## src/rtl/core/svm_pkg.sv

```systemverilog
// ============================================================================
// svm_pkg
// Shared types and constants for the eight-voice sample playback mixer.
// ============================================================================
`default_nettype none

package svm_pkg;

    // Sizing of the mixer.
    localparam int VOICE_COUNT  = 8;
    localparam int EFFECT_COUNT = 10;
    localparam int SLOT_DEPTH   = 65536;
    localparam int SAMPLE_BITS  = 16;
    localparam int MASK_BITS    = 11;
    localparam int QUEUE_DEPTH  = 4;

    // Derived widths.
    localparam int KIND_W      = 2;
    localparam int EFF_W       = 4;
    localparam int POS_W       = $clog2(SLOT_DEPTH);
    localparam int LEN_W       = POS_W + 1;
    localparam int VOICE_W     = (VOICE_COUNT > 1) ? $clog2(VOICE_COUNT) : 1;
    localparam int EIDX_W      = (EFFECT_COUNT > 1) ? $clog2(EFFECT_COUNT) : 1;
    localparam int STORE_DEPTH = EFFECT_COUNT * SLOT_DEPTH;
    localparam int STORE_AW    = $clog2(STORE_DEPTH);
    localparam int SUM_W       = SAMPLE_BITS + VOICE_W + 1;
    localparam int QPTR_W      = $clog2(QUEUE_DEPTH);

    // Output clamp at 0.85 of full scale, rounded to nearest.
    localparam int CLAMP_LIMIT = (85 * (1 << (SAMPLE_BITS - 1)) + 50) / 100;

    // Highest effect a trigger mask can start.
    localparam int TRIG_LAST = (EFFECT_COUNT < MASK_BITS - 1) ? EFFECT_COUNT : MASK_BITS - 1;

    // Input kind codes.
    localparam logic [KIND_W-1:0] KIND_LOAD    = 2'd0;
    localparam logic [KIND_W-1:0] KIND_TRIGGER = 2'd1;
    localparam logic [KIND_W-1:0] KIND_FRAME   = 2'd2;

    // Input word.
    typedef struct packed {
        logic [KIND_W-1:0]             kind;
        logic [EFF_W-1:0]              effect_id;
        logic [15:0]                   sample_index;
        logic signed [SAMPLE_BITS-1:0] sample_value;
        logic                          last_word;
        logic [MASK_BITS-1:0]          trigger_mask;
        logic                          reset_voices;
    } cmd_word_t;

    // Result word.
    typedef struct packed {
        logic signed [SAMPLE_BITS-1:0] mixed_sample;
        logic                          audible;
    } mix_word_t;

    // Operations handed from the front end to the engine.
    typedef enum logic [1:0] {
        OP_LOAD,
        OP_TRIG,
        OP_FRAME
    } op_kind_t;

    typedef struct packed {
        op_kind_t                      kind;
        logic [EIDX_W-1:0]             eff_idx;
        logic [POS_W-1:0]              pos;
        logic signed [SAMPLE_BITS-1:0] value;
        logic                          last_word;
        logic [MASK_BITS-1:0]          mask;
        logic                          reset_voices;
    } op_t;

    // Queue status seen by the producer and the consumer.
    typedef struct packed {
        logic full;
        logic empty;
    } q_status_t;

endpackage

`default_nettype wire

```

## src/rtl/core/svm_queue.sv

```systemverilog
// ============================================================================
// svm_queue
// Short first-in first-out queue of decoded operations between the front
// end and the engine.
// ============================================================================
`default_nettype none

module svm_queue (
    input  wire logic         clk,
    input  wire logic         rst_n,
    input  wire logic         push,
    input  wire svm_pkg::op_t push_op,
    input  wire logic         pop,
    output svm_pkg::op_t      head_op,
    output svm_pkg::q_status_t status
);
    import svm_pkg::*;

    op_t               entry_reg [0:QUEUE_DEPTH-1];
    logic [QPTR_W-1:0] wr_ptr_reg, wr_ptr_next;
    logic [QPTR_W-1:0] rd_ptr_reg, rd_ptr_next;
    logic [QPTR_W:0]   count_reg, count_next;
    logic              do_push, do_pop;

    assign status.full  = (count_reg == (QPTR_W + 1)'(QUEUE_DEPTH));
    assign status.empty = (count_reg == '0);
    assign head_op      = entry_reg[rd_ptr_reg];
    assign do_push      = push && !status.full;
    assign do_pop       = pop && !status.empty;

    // Pointer and occupancy update.
    always_comb
    begin
        wr_ptr_next = wr_ptr_reg;
        rd_ptr_next = rd_ptr_reg;
        count_next  = count_reg;
        if (do_push)
        begin
            wr_ptr_next = wr_ptr_reg + QPTR_W'(1);
        end
        if (do_pop)
        begin
            rd_ptr_next = rd_ptr_reg + QPTR_W'(1);
        end
        if (do_push && !do_pop)
        begin
            count_next = count_reg + (QPTR_W + 1)'(1);
        end
        else if (do_pop && !do_push)
        begin
            count_next = count_reg - (QPTR_W + 1)'(1);
        end
    end

    always_ff @(posedge clk or negedge rst_n)
    begin
        if (!rst_n)
        begin
            wr_ptr_reg <= '0;
            rd_ptr_reg <= '0;
            count_reg  <= '0;
        end
        else
        begin
            wr_ptr_reg <= wr_ptr_next;
            rd_ptr_reg <= rd_ptr_next;
            count_reg  <= count_next;
        end
    end

    // Entry storage.
    always_ff @(posedge clk)
    begin
        if (do_push)
        begin
            entry_reg[wr_ptr_reg] <= push_op;
        end
    end

endmodule

`default_nettype wire

```

## config.mk

```make
export PLATFORM = sky130hd
export DESIGN_NAME = svm_queue
export DESIGN_NICKNAME = d
export VERILOG_FILES = /design/src/rtl/core/svm_pkg.sv /design/src/rtl/core/svm_queue.sv
export SDC_FILE = /design/constraint.sdc
export NUM_CORES = 1
export LEC_CHECK = 0
export BUFFER_PORTS_ARGS = -buffer_cell sky130_fd_sc_hd__buf_2
export CORE_UTILIZATION = 55
export CTS_CLUSTER_DIAMETER = 30
export DETAILED_ROUTE_END_ITERATION = 6
export GPL_TIMING_DRIVEN = 0
export PLACE_DENSITY = 0.88
export SKIP_LAST_GASP = 1
export SLEW_MARGIN = 20
export SYNTH_ARGS = -nofsm -noshare
export SYNTH_HDL_FRONTEND = slang
export SYNTH_SLANG_ARGS = --single-unit
```

## constraint.sdc

```tcl
create_clock -name clk -period 3.2 [get_ports clk]
set_input_delay 0 -clock clk [delete_from_list [all_inputs] [get_ports clk]]
set_output_delay 0 -clock clk [all_outputs]
set_load 0.05 [all_outputs]
```

==> results.md <==
* Worst-Skew Late Latency at slightly below 0.5 ns
* Clk slew on worst S/H paths at 0.05 ns
* GRT Total Usage at a little over a fifth
* Syn avg cell area at between 20 and 30 µm²
* Remaining antenna violation count after routing at 0
* GPL Wtd Cong at about 0.67
* Routed vias/inst at 5.40
* LEAKAGE at 3.76 nW
* Min Tclk post-route at between 2 and 2.5 ns
* Peak supply drop at around 0.00069 V
* Final-report setup violation count at 0
* Reg2reg path depth at 8
* Synth area leader: edfxtp_1
* Post-synthesis net count at between 300 and 400
* FMAX at roughly 460 MHz
* Worst Skew at 0.00966 ns
* Req. time, crit path at between 3 and 4 ns
* Via Count at just under 4000
* Remaining DRCs at 0
* Total I/O pin count at 108
* First-pass GRT wire length at approximately 23 mm
* Vias in the first global route at 4287
* Die Y at 121 µm
* Most frequent cells in the layout: edfxtp_1 (204), buf_2 (112), dlygate4sd3_1 (54)
* # rows at 43
* Tot Pwr at 0.0117 W
* Drt wl/cell at between 20 and 25 µm
* # port buffers at ~110
* RR Endpoint: count_reg[2]
* Critical path type: reg -> reg
* CORE AREA at between 10000 and 15000 µm²
* Root Buffer Master: clkbuf_16
* Initial antenna violation count at 1
* Fin Setup TNS at 0 ns
* Crit. End Element: register
* Worst slew pin tran at roughly 0.38 ns
* CTS Sinks at 211
* TritonCTS clock tree: built
* Hold Vio Cnt, Final at 0
* Slew Limit Fails at 0
* RSZ-0062 raised after global routing: no
* Detail Placement HPWL at ~8.3 mm
* Synth area leaders: edfxtp_1 (78%), mux4_2 (14%), dfrtp_1 (2.2%)
* Starting DRT DRC Count at approximately 170
* Worst EP arrival at 2.56 ns
* Grt ovf at 0
* Seq cells post-synth at roughly 210
* Final period utilization at 67.4%
* Drt pass-1 iters at 4
* Share of cells above drive strength 1 at around 44%
* Max reg flops at about 200
* CP startpoint kind: register
* Starting density of the core at a little under three fifths
* Flop2flop setup slack at roughly 1.0 ns
* Hold Crit Class: in -> reg
* Post-layout nets at 568
* Clock Path Buffers at 3
* Most common cell after layout, fill and taps aside: edfxtp_1
* Worst Hold Path EP: wr_ptr_reg[0]
* Power Density at around 1100 nW/µm²
* Die area at about 15000 µm²
* Status: completed
* Sequential area share after synthesis at between 80% and 90%
* Slew Limit Headroom at 74.8%
* Max-cap violations at 0
* FF-to-FF Start: count_reg[0]
* Synth cell types at 22
* Largest net degree at the start of global routing at 33
* Synth top area share at between 70% and 80%
* Max H-tree Level at 2
* CTS buffer count at 37
* Mapped Area at 7850 µm²
* HP Start: push
* Die width at around 120 µm
* Synthesis-to-layout area growth at 33.2%
* Total wire length at 15.0 mm
* WHS Path Cells at 4
* CP max FO at 4
* Post-Synthesis Cells at ~300
* Synthesis Warnings at 0
[cells in the mapped netlist]
cell type and count:
ha_1 5, edfxtp_1 204, nand3_1 1, buf_2 5, nand2_1 1, fa_1 1, dfrtp_1 7, mux4_1 3
clkbuf_1 1, mux2_4 1, nor2_1 1, xor2_1 2, nor2b_1 1, mux4_2 48, and2_1 4, xnor2_1 4
buf_12 5, inv_1 4, or3_1 1, nor3b_2 1, mux2_2 1, buf_6 2
[worst max path at each step]
| stage | slack (ns) | start | end | cells after the start |
|---|---|---|---|---|
| 6_report | 1.04 | count_reg[0] | count_reg[2] | 8 |
| 5_1_grt | 0.94 | count_reg[0] | count_reg[2] | 8 |
| 4_1_cts | 1.03 | count_reg[0] | count_reg[2] | 8 |
| 3_5_place_dp | 1.06 | count_reg[0] | count_reg[2] | 8 |
| 3_3_place_gp | -0.14 | count_reg[2] | entry_reg[2][11] | 4 |
| 2_1_floorplan | 0.59 | count_reg[0] | entry_reg[0][0] | 4 |
[layout make-up]
type                    instances  area (µm²)
diodes                          1        2.50
flip-flops and latches        211        6300
inverters                       4        15.0
clock buffers                  45        1010
fillers                       777        3430
clock inverters                22         201
well taps                     180         225
multi-input cells              75        1390
repair buffers                165        1160
plain buffers                  13         151
[metrics by stage]
stage | utilization, % | area [µm²] | instances | setup slack [ns] | hold WS [ns]
floorplan | - | 7850 | 303 | 0.593 | -0.296
global placement | 62.0 | 8610 | 590 | -0.142 | -0.163
detailed placement | 62.7 | 8700 | 594 | 1.06 | -0.154
CTS | 75.3 | 10500 | 715 | 1.03 | 0.00450
global route | 75.3 | 10500 | 716 | 0.941 | 0.0325
finish | 75.3 | 10500 | 716 | 1.04 | 0.00768
[worst max-delay path, stage by stage, from the launching register on]
cell     delay [ns]
dfrtp_1        0.44
or3_1          0.44
nand2_1        0.13
ha_1           0.20
inv_1          0.06
fa_1           0.38
xor2_1         0.16
nor2_1         0.12
xor2_1         0.15
[timing repair]
item	CTS	global route
resized for setup	0	0
hold endpoints to repair	213	0
hold buffers	54	0
setup buffers	0	0
[kinds of logic after synthesis]
group / synth area share (%)
fa+ha+maj: 1.05
simple gates: 0.797
xor+xnor: 0.669
flops: 80.3
mux: 15.1
buf+inv: 2.12
[power by group]
part           switching [W]  internal [W]  total [W]
clock                0.00125       0.00248    0.00373
combinational        0.00275       0.00136    0.00411
sequential          0.000157       0.00366    0.00382
[per-layer routing]
layer	GRT usage, %	wire, µm
met5	0	0
met3	4.75	721
met1	26.1	5980
met2	37.0	7950
met4	9.34	350
Power figures use the tool's default switching activity.
