$ cat src/rtl/core/svm_pkg.sv
// ============================================================================
// svm_pkg
// Shared types and constants for the eight-voice sample playback mixer.
// ============================================================================
`default_nettype none

package svm_pkg;

    // Sizing of the mixer.
    localparam int VOICE_COUNT  = 8;
    localparam int EFFECT_COUNT = 10;
    localparam int SLOT_DEPTH   = 65536;
    localparam int SAMPLE_BITS  = 16;
    localparam int MASK_BITS    = 11;
    localparam int QUEUE_DEPTH  = 4;

    // Derived widths.
    localparam int KIND_W      = 2;
    localparam int EFF_W       = 4;
    localparam int POS_W       = $clog2(SLOT_DEPTH);
    localparam int LEN_W       = POS_W + 1;
    localparam int VOICE_W     = (VOICE_COUNT > 1) ? $clog2(VOICE_COUNT) : 1;
    localparam int EIDX_W      = (EFFECT_COUNT > 1) ? $clog2(EFFECT_COUNT) : 1;
    localparam int STORE_DEPTH = EFFECT_COUNT * SLOT_DEPTH;
    localparam int STORE_AW    = $clog2(STORE_DEPTH);
    localparam int SUM_W       = SAMPLE_BITS + VOICE_W + 1;
    localparam int QPTR_W      = $clog2(QUEUE_DEPTH);

    // Output clamp at 0.85 of full scale, rounded to nearest.
    localparam int CLAMP_LIMIT = (85 * (1 << (SAMPLE_BITS - 1)) + 50) / 100;

    // Highest effect a trigger mask can start.
    localparam int TRIG_LAST = (EFFECT_COUNT < MASK_BITS - 1) ? EFFECT_COUNT : MASK_BITS - 1;

    // Input kind codes.
    localparam logic [KIND_W-1:0] KIND_LOAD    = 2'd0;
    localparam logic [KIND_W-1:0] KIND_TRIGGER = 2'd1;
    localparam logic [KIND_W-1:0] KIND_FRAME   = 2'd2;

    // Input word.
    typedef struct packed {
        logic [KIND_W-1:0]             kind;
        logic [EFF_W-1:0]              effect_id;
        logic [15:0]                   sample_index;
        logic signed [SAMPLE_BITS-1:0] sample_value;
        logic                          last_word;
        logic [MASK_BITS-1:0]          trigger_mask;
        logic                          reset_voices;
    } cmd_word_t;

    // Result word.
    typedef struct packed {
        logic signed [SAMPLE_BITS-1:0] mixed_sample;
        logic                          audible;
    } mix_word_t;

    // Operations handed from the front end to the engine.
    typedef enum logic [1:0] {
        OP_LOAD,
        OP_TRIG,
        OP_FRAME
    } op_kind_t;

    typedef struct packed {
        op_kind_t                      kind;
        logic [EIDX_W-1:0]             eff_idx;
        logic [POS_W-1:0]              pos;
        logic signed [SAMPLE_BITS-1:0] value;
        logic                          last_word;
        logic [MASK_BITS-1:0]          mask;
        logic                          reset_voices;
    } op_t;

    // Queue status seen by the producer and the consumer.
    typedef struct packed {
        logic full;
        logic empty;
    } q_status_t;

endpackage

`default_nettype wire

$ cat src/rtl/core/svm_front.sv
// ============================================================================
// svm_front
// Accepts input words, decodes them into engine operations and drops
// words that have no effect, then hands operations to the queue.
// ============================================================================
`default_nettype none

module svm_front (
    input  wire logic              clk,
    input  wire logic              rst_n,
    input  wire logic              cmd_valid,
    output logic                   cmd_stall,
    input  wire svm_pkg::cmd_word_t cmd,
    input  wire svm_pkg::q_status_t q_status,
    output logic                   q_push,
    output svm_pkg::op_t           q_op
);
    import svm_pkg::*;

    logic op_valid_reg, op_valid_next;
    op_t  op_reg, op_next;
    logic accept;
    logic keep;
    op_t  decoded;

    // The holding stage blocks new words only while the queue is full.
    assign cmd_stall = op_valid_reg && q_status.full;
    assign accept    = cmd_valid && !cmd_stall;
    assign q_push    = op_valid_reg && !q_status.full;
    assign q_op      = op_reg;

    // Decode one input word. Loads to a missing effect and the unused kind
    // are dropped here. A 16-bit index always falls inside a slot.
    always_comb
    begin
        decoded.kind         = OP_LOAD;
        decoded.eff_idx      = EIDX_W'(cmd.effect_id - EFF_W'(1));
        decoded.pos          = cmd.sample_index;
        decoded.value        = cmd.sample_value;
        decoded.last_word    = cmd.last_word;
        decoded.mask         = cmd.trigger_mask;
        decoded.reset_voices = cmd.reset_voices;
        keep                 = 1'b0;
        case (cmd.kind)
            KIND_LOAD:
            begin
                decoded.kind = OP_LOAD;
                keep = (cmd.effect_id != '0) &&
                       ({1'b0, cmd.effect_id} <= (EFF_W + 1)'(EFFECT_COUNT));
            end
            KIND_TRIGGER:
            begin
                decoded.kind = OP_TRIG;
                keep = 1'b1;
            end
            KIND_FRAME:
            begin
                decoded.kind = OP_FRAME;
                keep = 1'b1;
            end
            default:
            begin
                keep = 1'b0;
            end
        endcase
    end

    // Next value of the holding stage.
    always_comb
    begin
        op_valid_next = op_valid_reg;
        op_next       = op_reg;
        if (q_push)
        begin
            op_valid_next = 1'b0;
        end
        if (accept)
        begin
            op_valid_next = keep;
            op_next       = decoded;
        end
    end

    always_ff @(posedge clk or negedge rst_n)
    begin
        if (!rst_n)
        begin
            op_valid_reg <= 1'b0;
        end
        else
        begin
            op_valid_reg <= op_valid_next;
        end
    end

    always_ff @(posedge clk)
    begin
        op_reg <= op_next;
    end

endmodule

`default_nettype wire

$ cat config.mk
export PLATFORM = sky130hd
export DESIGN_NAME = svm_front
export DESIGN_NICKNAME = d
export VERILOG_FILES = /design/src/rtl/core/svm_pkg.sv /design/src/rtl/core/svm_front.sv
export SDC_FILE = /design/constraint.sdc
export NUM_CORES = 1
export LEC_CHECK = 0
export BUFFER_PORTS_ARGS = -buffer_cell sky130_fd_sc_hd__buf_2
export CELL_PAD_IN_SITES_DETAIL_PLACEMENT = 0
export CELL_PAD_IN_SITES_GLOBAL_PLACEMENT = 1
export CORE_UTILIZATION = 31
export CTS_BUF_LIST = sky130_fd_sc_hd__clkbuf_2 sky130_fd_sc_hd__clkbuf_4 sky130_fd_sc_hd__clkbuf_8
export CTS_CLUSTER_DIAMETER = 50
export DETAILED_ROUTE_END_ITERATION = 10
export MAX_ROUTING_LAYER = met4
export PLACE_DENSITY = 0.78
export SYNTH_ARGS = -nofsm -noshare
export SYNTH_HDL_FRONTEND = slang
export SYNTH_SLANG_ARGS = --single-unit
$ cat constraint.sdc
create_clock -name clk -period 3.65 [get_ports clk]
set_clock_uncertainty 0.2 [all_clocks]
set_input_delay 0.9125 -clock clk [delete_from_list [all_inputs] [get_ports clk]]
set_output_delay 0.9125 -clock clk [all_outputs]
set_load 0.01 [all_outputs]
==> metrics.txt <==
first-pass GRT wire length=5175 um; share of cells above drive strength 1=61.14%; post-route design area=2500 um^2; Yosys top cell by area=edfxtp_1; Worst R2R Start=op_valid_reg; placed cell area=2407 um^2; critical-path cell list=buf_2 > and2_4 > buf_2; Mapped Avg Cell Area=22.78 um^2; Reg2Reg Depth=3; Final min period=2405 ps; top post-synthesis cells by area=edfxtp_1 87%, ha_1 5.0%, nor2b_1 1.8%; Max-Cap Viols=0; Place WS=1074 ps; Worst path most repeated cell=buf_2; CP peak stage delay=140 ps; final hold vios=0; Cell Area, Synth=1754 um^2; Worst slew margin=50.21%; GR Util met3=4.286%; Core ar.=5473 um^2; Yosys Warn Count=0; WL per Instance=12.93 um; top cell type's share of synthesized area=87.30%; Total GRT Usage=12.23%; final RePlAce weighted congestion=0.6678; Main synth FF type=edfxtp_1; worst-skew pair later-pin latency=290 ps; ys async rst share=1.923%; most frequent cells after synthesis=51 x edfxtp_1, 7 x ha_1, 5 x inv_1, 5 x nor2b_1, 2 x xor2_1; site row count=27; via count=1,092; #FFs+latches synth=52; htree depth=2; num ports=109; Max Fclk=415.8 MHz; Hold Crit Class=in2async; CTS Hold Buffers Added=0; pwr dens=466.9 nW/um^2; Die W=77.23 um; Tot Pwr=1.167 mW; RR Endpoint=q_op[38]; DP Cell Count=257; Seq/Total Area, Yosys=88.73%; Slowest-stage cell, CP=and2_4; post-route clock period utilization=65.89%; vias in the first global route=1,026; Diodes inserted=0; initial antenna violation count=0; status=finished clean; Worst Tran Pin Value=745.2 ps; flop2flop setup slack=1710 ps; Resize count post-CTS=0; synth unique cells=12; Final Setup Violations=0; met1 Usage GRT=13.68%; Post-CTS Setup Repair Bufs=0; Vias/cell=4.121; TritonCTS clock tree=built; Synth Instances=77; Layout Nets=255; clock root buffer=clkbuf_8; antenna viol nets, final=0; DP HPWL=2622 um; IR drop worst, VDD=0.0001391 V; Worst Setup End Kind=output pin; grt met2 use=19.56%; Final Worst Setup Slack=1245 ps; largest net degree at the start of global routing=27; Area Growth Syn to Fin=42.51%; IO buf count=107; Pleak=1.112 nW; grt peak-use layer=met2; Starting Density=32.05%; Crit Path Max Fanout=3; Worst EP arrival=1290 ps; max reg flops=51; critical path type=in2out; drt drc=0; Post-Route Setup TNS=0 ps; Slew Limit Fails=0; startpoint class of the critical path=input port; RSZ-0062 raised after global routing=false; drt total wl=3427 um; Max Buffers Root-to-Sink=2; post-synth net total=140; most numerous cell in the Yosys netlist=edfxtp_1; clock-pin transition on the worst setup and hold timing paths=90 ps; Post-synth EDFFs=51; Die H=77.23 um; Num CTS Buffers=5; Non-Filler Instances=265; drt first pass iters=3; grt ovf=0; Critical Path RT=2540 ps; initial DRC count=56; die area=5964 um^2; Sinks on Clock Net=52
## power by group
part	total [mW]	switching [mW]	internal [mW]
registers	0.716	0.00935	0.706
clock network	0.322	0.178	0.144
logic	0.129	0.0706	0.0587
## cell usage in the layout, fill, tap and decap left out
cell type / Yosys / routed
a21o_1: 1 / 1
a31o_1: 1 / 1
and2_4: 1 / 1
buf_12: 0 / 1
buf_2: 0 / 107
clkbuf_4: 0 / 1
clkbuf_8: 0 / 5
clkinv_4: 0 / 1
clkinvlp_4: 0 / 1
dfrtp_1: 1 / 1
edfxtp_1: 51 / 51
ha_1: 7 / 7
inv_1: 5 / 5
nand2b_1: 1 / 1
nor2b_1: 5 / 4
nor2b_4: 0 / 1
nor3_1: 1 / 1
o22ai_1: 1 / 1
xor2_1: 2 / 2
## how the worst max path moves through the flow
stage	from	to	slack [ps]	cells after the start
floorplan	q_status[1]	q_op[0]	630	2
global placement	q_status[1]	q_op[16]	1080	4
detailed placement	q_status[1]	q_op[41]	1070	4
CTS	q_status[1]	cmd_stall	1240	3
global route	q_status[1]	cmd_stall	1220	3
finish	q_status[1]	cmd_stall	1250	3
## final cells by class
class	instances	area, um^2
clock inverter	2	16.27
fill	511	2973
multi-input combinational	20	186.4
inverter	5	18.77
sequential	52	1556
clock buffer	6	76.32
timing repair buffer	108	555.5
tap	72	90.09
## through the flow
step	util [%]	hold WS (ps)
2_1_floorplan	-	416.9
3_3_place_gp	43.99	492.5
3_5_place_dp	43.99	489.7
4_1_cts	45.68	160.6
5_1_grt	45.68	150.6
6_report	45.68	171.4
## kinds of logic after synthesis
| kind of cell | share of synthesized area (%) |
|---|---|
| simple gates | 2.924 |
| fa+ha+maj | 4.993 |
| flops | 88.73 |
| xor+xnor | 0.9988 |
| compound gates | 1.284 |
| buf+inv | 1.070 |
## per-layer routing
layer	up-vias	wire (um)
li1	516	-
met1	504	1390
met2	68	1659
met3	4	325
met4	0	51
met5	-	0
## worst max-delay path, delay by kind of cell
kind | cells | cell delay [ps]
simple gates | 1 | 140
buf+inv | 2 | 230
No activity file was read; power rests on OpenSTA's default activity.
